**src/sv/sfd_pkg.sv**
```systemverilog
// package: word types, config codes and arithmetic helpers for the stereo feedback delay
package sfd_pkg;

    localparam int SAMPLE_W   = 32;
    localparam int DL_W       = 14;
    localparam int FB_W       = 16;
    localparam int WET_W      = 17;
    localparam int CFG_IDX_W  = 2;
    localparam int CFG_DATA_W = 17;
    localparam int RECIP_SHIFT = 28;

    localparam logic [CFG_IDX_W-1:0] CFG_DELAY_LENGTH  = 2'd0;
    localparam logic [CFG_IDX_W-1:0] CFG_FEEDBACK_GAIN = 2'd1;
    localparam logic [CFG_IDX_W-1:0] CFG_WET_GAIN      = 2'd2;
    localparam logic [CFG_IDX_W-1:0] CFG_PING_PONG     = 2'd3;

    localparam logic [DL_W-1:0]  RST_DELAY_LENGTH  = 14'd1031;
    localparam logic [FB_W-1:0]  RST_FEEDBACK_GAIN = 16'd16119;
    localparam logic [WET_W-1:0] RST_WET_GAIN      = 17'd16448;

    localparam logic signed [SAMPLE_W-1:0] LOUD_HIGH = 32'sd32;
    localparam logic signed [SAMPLE_W-1:0] LOUD_LOW  = -32'sd32;

    typedef struct packed {
        logic signed [SAMPLE_W-1:0] in_left;
        logic signed [SAMPLE_W-1:0] in_right;
        logic                       input_present;
        logic                       frame_last;
    } t_in_word;

    typedef struct packed {
        logic signed [SAMPLE_W-1:0] out_left;
        logic signed [SAMPLE_W-1:0] out_right;
        logic                       ringing;
    } t_out_word;

    typedef struct packed {
        logic [FB_W-1:0]  feedback_gain;
        logic [WET_W-1:0] wet_gain;
        logic             ping_pong;
        logic             busy;
    } t_cfg;

    // floor(a * g / 2^frac), wrapped to the sample width
    function automatic logic signed [SAMPLE_W-1:0] scale(
        input logic signed [SAMPLE_W-1:0] a,
        input logic [WET_W-1:0]           g,
        input int                         frac
    );
        logic signed [SAMPLE_W+WET_W:0] p;
        logic signed [SAMPLE_W+WET_W:0] s;
        p = a * $signed({1'b0, g});
        s = p >>> frac;
        return s[SAMPLE_W-1:0];
    endfunction

    function automatic logic is_loud(input logic signed [SAMPLE_W-1:0] v);
        return (v > LOUD_HIGH) || (v < LOUD_LOW);
    endfunction

endpackage

```
**src/sv/sfd_cfg.sv**
```systemverilog
// configuration registers and delay length reduction modulo the line depth
module sfd_cfg #(
    parameter int DELAY_DEPTH = 16384
) (
    input  logic                                 i_clk,
    input  logic                                 i_rst_n,
    input  logic                                 i_cfg_we,
    input  logic [sfd_pkg::CFG_IDX_W-1:0]        i_cfg_index,
    input  logic [sfd_pkg::CFG_DATA_W-1:0]       i_cfg_data,
    output sfd_pkg::t_cfg                        o_cfg,
    output logic [$clog2(DELAY_DEPTH)-1:0]       o_delay_mod
);

    localparam int AW = $clog2(DELAY_DEPTH);
    localparam int DL_W = sfd_pkg::DL_W;
    localparam int QW = DL_W + 1;
    localparam logic [sfd_pkg::RECIP_SHIFT-1:0] RECIP =
        sfd_pkg::RECIP_SHIFT'((64'd1 << sfd_pkg::RECIP_SHIFT) / DELAY_DEPTH);
    localparam logic [DL_W-1:0] RST_Q =
        DL_W'(sfd_pkg::RST_DELAY_LENGTH / DELAY_DEPTH);
    localparam logic [AW-1:0] RST_MOD =
        AW'(sfd_pkg::RST_DELAY_LENGTH % DELAY_DEPTH);

    logic [DL_W-1:0]                r_delay_length;
    logic [sfd_pkg::FB_W-1:0]       r_feedback_gain;
    logic [sfd_pkg::WET_W-1:0]      r_wet_gain;
    logic                           r_ping_pong;
    logic [DL_W-1:0]                r_q;
    logic [AW-1:0]                  r_delay_mod;
    logic [1:0]                     r_busy;

    logic [DL_W+sfd_pkg::RECIP_SHIFT-1:0] recip_prod;
    logic [QW-1:0]                         rem_est;
    logic [31:0]                           rem_fix;
    logic [DL_W-1:0]                       n_q;

    // quotient estimate is exact or one short, so one correction step suffices
    always_comb begin
        recip_prod = DL_W'(r_delay_length) * RECIP;
        n_q        = DL_W'(recip_prod >> sfd_pkg::RECIP_SHIFT);
        rem_est    = QW'({1'b0, r_delay_length}) - QW'(64'(r_q) * 64'(DELAY_DEPTH));
        rem_fix    = (32'(rem_est) >= 32'(DELAY_DEPTH)) ?
                     32'(rem_est) - 32'(DELAY_DEPTH) : 32'(rem_est);
    end

    always_ff @(posedge i_clk) begin
        if (!i_rst_n) begin
            r_delay_length  <= sfd_pkg::RST_DELAY_LENGTH;
            r_feedback_gain <= sfd_pkg::RST_FEEDBACK_GAIN;
            r_wet_gain      <= sfd_pkg::RST_WET_GAIN;
            r_ping_pong     <= 1'b0;
            r_q             <= RST_Q;
            r_delay_mod     <= RST_MOD;
            r_busy          <= 2'd0;
        end else begin
            r_q         <= n_q;
            r_delay_mod <= AW'(rem_fix);
            if (r_busy != 2'd0) begin
                r_busy <= r_busy - 2'd1;
            end
            if (i_cfg_we) begin
                case (i_cfg_index)
                    sfd_pkg::CFG_DELAY_LENGTH: begin
                        r_delay_length <= i_cfg_data[DL_W-1:0];
                        r_busy         <= 2'd2;
                    end
                    sfd_pkg::CFG_FEEDBACK_GAIN: begin
                        r_feedback_gain <= i_cfg_data[sfd_pkg::FB_W-1:0];
                    end
                    sfd_pkg::CFG_WET_GAIN: begin
                        r_wet_gain <= i_cfg_data[sfd_pkg::WET_W-1:0];
                    end
                    sfd_pkg::CFG_PING_PONG: begin
                        r_ping_pong <= i_cfg_data[0];
                    end
                    default: begin
                    end
                endcase
            end
        end
    end

    assign o_cfg.feedback_gain = r_feedback_gain;
    assign o_cfg.wet_gain      = r_wet_gain;
    assign o_cfg.ping_pong     = r_ping_pong;
    assign o_cfg.busy          = (r_busy != 2'd0);
    assign o_delay_mod         = r_delay_mod;

endmodule

```
**config.mk**
```make
export PLATFORM = sky130hd
export DESIGN_NAME = sfd_cfg
export DESIGN_NICKNAME = d
export VERILOG_FILES = /design/src/sv/sfd_pkg.sv /design/src/sv/sfd_cfg.sv
export SDC_FILE = /design/constraint.sdc
export NUM_CORES = 1
export LEC_CHECK = 0
export ABC_AREA = 1
export CAP_MARGIN = 20
export CELL_PAD_IN_SITES_DETAIL_PLACEMENT = 0
export CELL_PAD_IN_SITES_GLOBAL_PLACEMENT = 2
export CORE_MARGIN = 2
export CORE_UTILIZATION = 30
export DETAILED_ROUTE_END_ITERATION = 12
export DONT_BUFFER_PORTS = 1
export MAX_ROUTING_LAYER = met4
export PLACE_DENSITY = 0.82
export SYNTH_ARGS = -nofsm -noshare
export SYNTH_HDL_FRONTEND = slang
export SYNTH_SLANG_ARGS = --single-unit
```
**constraint.sdc**
```tcl
create_clock -name i_clk -period 0.9 [get_ports i_clk]
set_input_delay 0.18 -clock i_clk [delete_from_list [all_inputs] [get_ports i_clk]]
set_output_delay 0.18 -clock i_clk [all_outputs]
set_load 0.01 [all_outputs]
```
Word level (Yosys, flattened, before mapping):

Index checks and enable logic that the tools add are counted.

* mux-type cells: 4
* reduce and logical (&&, ||, !) cells: 6
* magnitude comparators: 1
* equality and inequality tests: 3
* $add $sub $neg: 2

Operators by type and width (count)
* 14-bit by 15-bit >= comparator with 1-bit output (second input constant): 1
* 14-bit two-way mux: 1
* 14-bit by 1-bit subtractor with 14-bit output (second input constant): 1
* 2-bit AND reduction: 4
* 2-bit two-way mux: 3
* 2-bit == test (second input constant): 2
* 2-bit by 1-bit == test with 1-bit output (second input constant): 1
* 2-bit zero test: 1
* 2-bit nonzero test: 1
* 2-bit by 1-bit subtractor with 2-bit output (second input constant): 1

* flip-flop bits (word level): 64
* input bits: 22
* output and inout port bits: 49

Logic depth before layout (Yosys ltp):

* depth in word-level cells: 4
* depth in mapped cells: 7
* depth with buffers taken out: 5

Worst setup path after synthesis:

OpenSTA, ideal clock, no wires.

* kind: input-to-reg
* start: input port i_cfg_index[0] (netlist name)
* end: register r_wet_gain[10] (netlist name)
* arrival time: 0.791 ns
* stages on the path: 6
* required time: 0.787 ns
* slack: -0.004 ns
* path through: buf_4 inv_1 nand3_4 buf_2 nor2_1 nor2_1

* word-level cells in the longest chain between the ends: 2

RTL lines
* start: declaration: line sfd_cfg.sv:8 `input logic [sfd_pkg::CFG_IDX_W-1:0] i_cfg_index,`
* 2-bit == test: line sfd_cfg.sv:62 `case (i_cfg_index)`
* 2-bit AND reduction (no source line)
* end signal: assignment: line sfd_cfg.sv:50 `r_wet_gain <= sfd_pkg::RST_WET_GAIN;`
* end signal: assignment: line sfd_cfg.sv:71 `r_wet_gain <= i_cfg_data[sfd_pkg::WET_W-1:0];`
* end: declaration: line sfd_cfg.sv:26 `logic [sfd_pkg::WET_W-1:0] r_wet_gain;`

No other way between the ends.
A chain may end at the register's enable or synchronous reset.

==> results.json <==
{
  "path_clk_slew_ns": 0.07,
  "start_util": 0.304,
  "layout-drive-gt1-share": 0.249,
  "ys_top_cells_by_area": "dfxtp_1 52%, nand2_1 13%, nor2_1 7.9%",
  "die_y_um": 94.6,
  "ff2ff_setup_slack_ns": 0.19,
  "core_area_um2": 8090,
  "row_count": 33,
  "viasPerCell": 4.46,
  "cts_tree": "yes",
  "yosysTopAreaCell": "dfxtp_1",
  "period_share": 1.20,
  "final_hold_viol_count": 57,
  "timing.max_cap.violations": 0,
  "numPortBuffers": 0,
  "r2r_cells": 1,
  "hold_class": "input pin to register",
  "grt.total_usage": 0.150,
  "fin_ws_ns": -0.181,
  "path_buf_inv": 0,
  "drc": 0,
  "rr_startpoint": "r_delay_length[1]$_SDFFE_PN1P_",
  "slowest_delay_ns": 0.32,
  "setup.worst_path.end_class": "output pin",
  "dr.pass1.iters": 4,
  "fin_cells": 442,
  "final_area_um2": 2870,
  "synth_nets": 352,
  "grt_max_degree": 60,
  "drt-wirelength-per-cell_um": 13.2,
  "post-dp-hpwl_mm": 3.91,
  "slowest_stage": "dfxtp_2",
  "via_count": 1973,
  "antenna_found_initial": 0,
  "p_total_w": 0.00564,
  "peakVddDrop_mv": 0.745,
  "finalMaxSlewViolations": 0,
  "rr_endpoint": "o_delay_mod[1]$_SDFF_PN1_",
  "finalCriticalPeriod_ns": 1.08,
  "syn-instance-count": 330,
  "path_cells": "or2_4",
  "cts_root_buf": "clkbuf_8",
  "post_dp_cell_area_um2": 2560,
  "synth_cell_types": 16,
  "cts_buffers": 9,
  "startpoint_type": "register",
  "preCtsSetupSlack_ns": 0.0735,
  "crit_end": "o_cfg[0]",
  "powerDensity_nw_per_um2": 1970,
  "nNetsFinal": 355,
  "arrival_ns": 0.90,
  "grt_pass1_vias": 1943,
  "tightest_slew_ns": 0.519,
  "holdWs_ns": -0.0721,
  "die_width_um": 94.6,
  "yosysMostFrequentCell": "nand2_1",
  "postSynthAreaPerCell_um2": 7.47,
  "cp_num_cells": 1,
  "fmax_mhz": 925,
  "clk_latency_ns": 0.34,
  "status": "finished with violations",
  "ys_warn_count": 0,
  "crit_family": "flip-flops",
  "grt_pass1_wl_mm": 9.73,
  "worstPathRequired_ns": 0.72,
  "die_area_um2": 8950,
  "ys_seq_elements": 64,
  "antenna_cells": 0,
  "crit_start": "r_busy[1]$_SDFF_PN0_",
  "boundaryPins": 71,
  "path_max_fanout": 2,
  "synthArstFlopShare": 0,
  "drtIter0Drc": 137,
  "ys.flop_type": "dfxtp_1",
  "crit_type": "register to output pin",
  "place.gp.congestion": 0.723,
  "dp_cells": 424,
  "leakage_nw": 1.42,
  "area_growth_pct": 16.4,
  "htreeDepth": 3,
  "ctsHoldBuffers": 2,
  "antenna_left": 0,
  "setup_violations": 5,
  "ys_top_cells_by_count": "83 x nand2_1, 64 x dfxtp_1, 52 x nor2_1",
  "yosysSeqAreaShare": 0.520,
  "rsz0062_at_grt": "true",
  "maxSlewHeadroom": 0.654,
  "clock_sinks": 64,
  "netlist_area_um2": 2460,
  "failed_checks": "negative hold slack, negative setup slack",
  "yosys.area.top_type_share": 0.520,
  "wirelength_mm": 5.86,
  "cts_buffer_depth": 2,
  "skew_ns": 0.00514,
  "grt_overflow": 0,
  "synth-edff-count": 0
}
-- metal layers --
layer / track usage / share of wire
met1: 0.169 / 0.44
met2: 0.225 / 0.45
met5: - / 0
met3: 0.0798 / 0.10
met4: 0.0543 / 0.011
-- through the flow --
step | util | setup TNS (ns)
after floorplan | - | 0
after global placement | 0.317 | 0
after detailed placement | 0.317 | 0
after CTS | 0.351 | -1.66
after global routing | 0.354 | -1.02
final | 0.354 | -0.368
-- how the worst min path moves through the flow --
stage                         from                              end  slack (ns)  cells past startpoint
floorplan           i_cfg_data[14]      r_wet_gain[14]$_SDFFE_PN1P_        0.29                      2
CTS                        i_rst_n  r_feedback_gain[6]$_SDFFE_PN1P_       -0.09                      1
global placement           i_rst_n   r_delay_length[0]$_SDFFE_PN1P_        0.27                      1
global route               i_rst_n  r_feedback_gain[1]$_SDFFE_PN1P_       -0.10                      1
detailed placement         i_rst_n  r_feedback_gain[6]$_SDFFE_PN1P_        0.28                      1
finish                     i_rst_n  r_feedback_gain[6]$_SDFFE_PN1P_       -0.07                      1
-- cells in the final DEF, fill, tap and decap left out, types with 2 or more instances in the layout --
| master | count |
|---|---|
| or2_2 | 4 |
| nand3_1 | 34 |
| clkinv_2 | 2 |
| nand4_1 | 12 |
| nor2_1 | 52 |
| a21oi_1 | 11 |
| clkbuf_8 | 11 |
| buf_12 | 2 |
| dfxtp_2 | 40 |
| dfxtp_4 | 9 |
| dfxtp_1 | 15 |
| inv_1 | 43 |
| nand2_1 | 83 |
| buf_6 | 4 |
| buf_4 | 6 |
-- power breakdown --
part | switching, W | total (W) | internal, W
Clock | 0.00105 | 0.00218 | 0.00113
Combinational | 0.000200 | 0.000372 | 0.000172
Sequential | 0.000122 | 0.00309 | 0.00297
-- cells by family (layout without fill, tap and decap cells) --
group                  count (synthesis)  count (layout)  share of synthesized area
flip-flops                            64              64                      0.520
AND/OR/NAND/NOR                      189             189                      0.334
AO/OA/AOI/OAI                         11              11                     0.0223
buffers and inverters                 66              73                      0.124
-- timing repair --
item,in CTS,in global routing
pin swaps,0,0
buffers inserted,1,0
resized for setup,53,11
endpoints found under the hold margin,58,57
setup endpoints to repair,46,56
-- registers in the layout (all words and copies together) (netlist names) --
register	cells
r_delay_length	14
o_delay_mod	14
r_busy	2
r_ping_pong	1
r_feedback_gain	16
r_wet_gain	17
-- cell type report --
cell class              instances  area [um2]
flip-flops and latches         64        1370
fillers                       891        5230
clock inverters                 3        17.5
repair buffers                 14         153
well taps                     105         131
multi-input cells             200         880
clock buffers                  12         155
inverters                      44         165
Note: power is estimated with default switching activity, not from simulation.
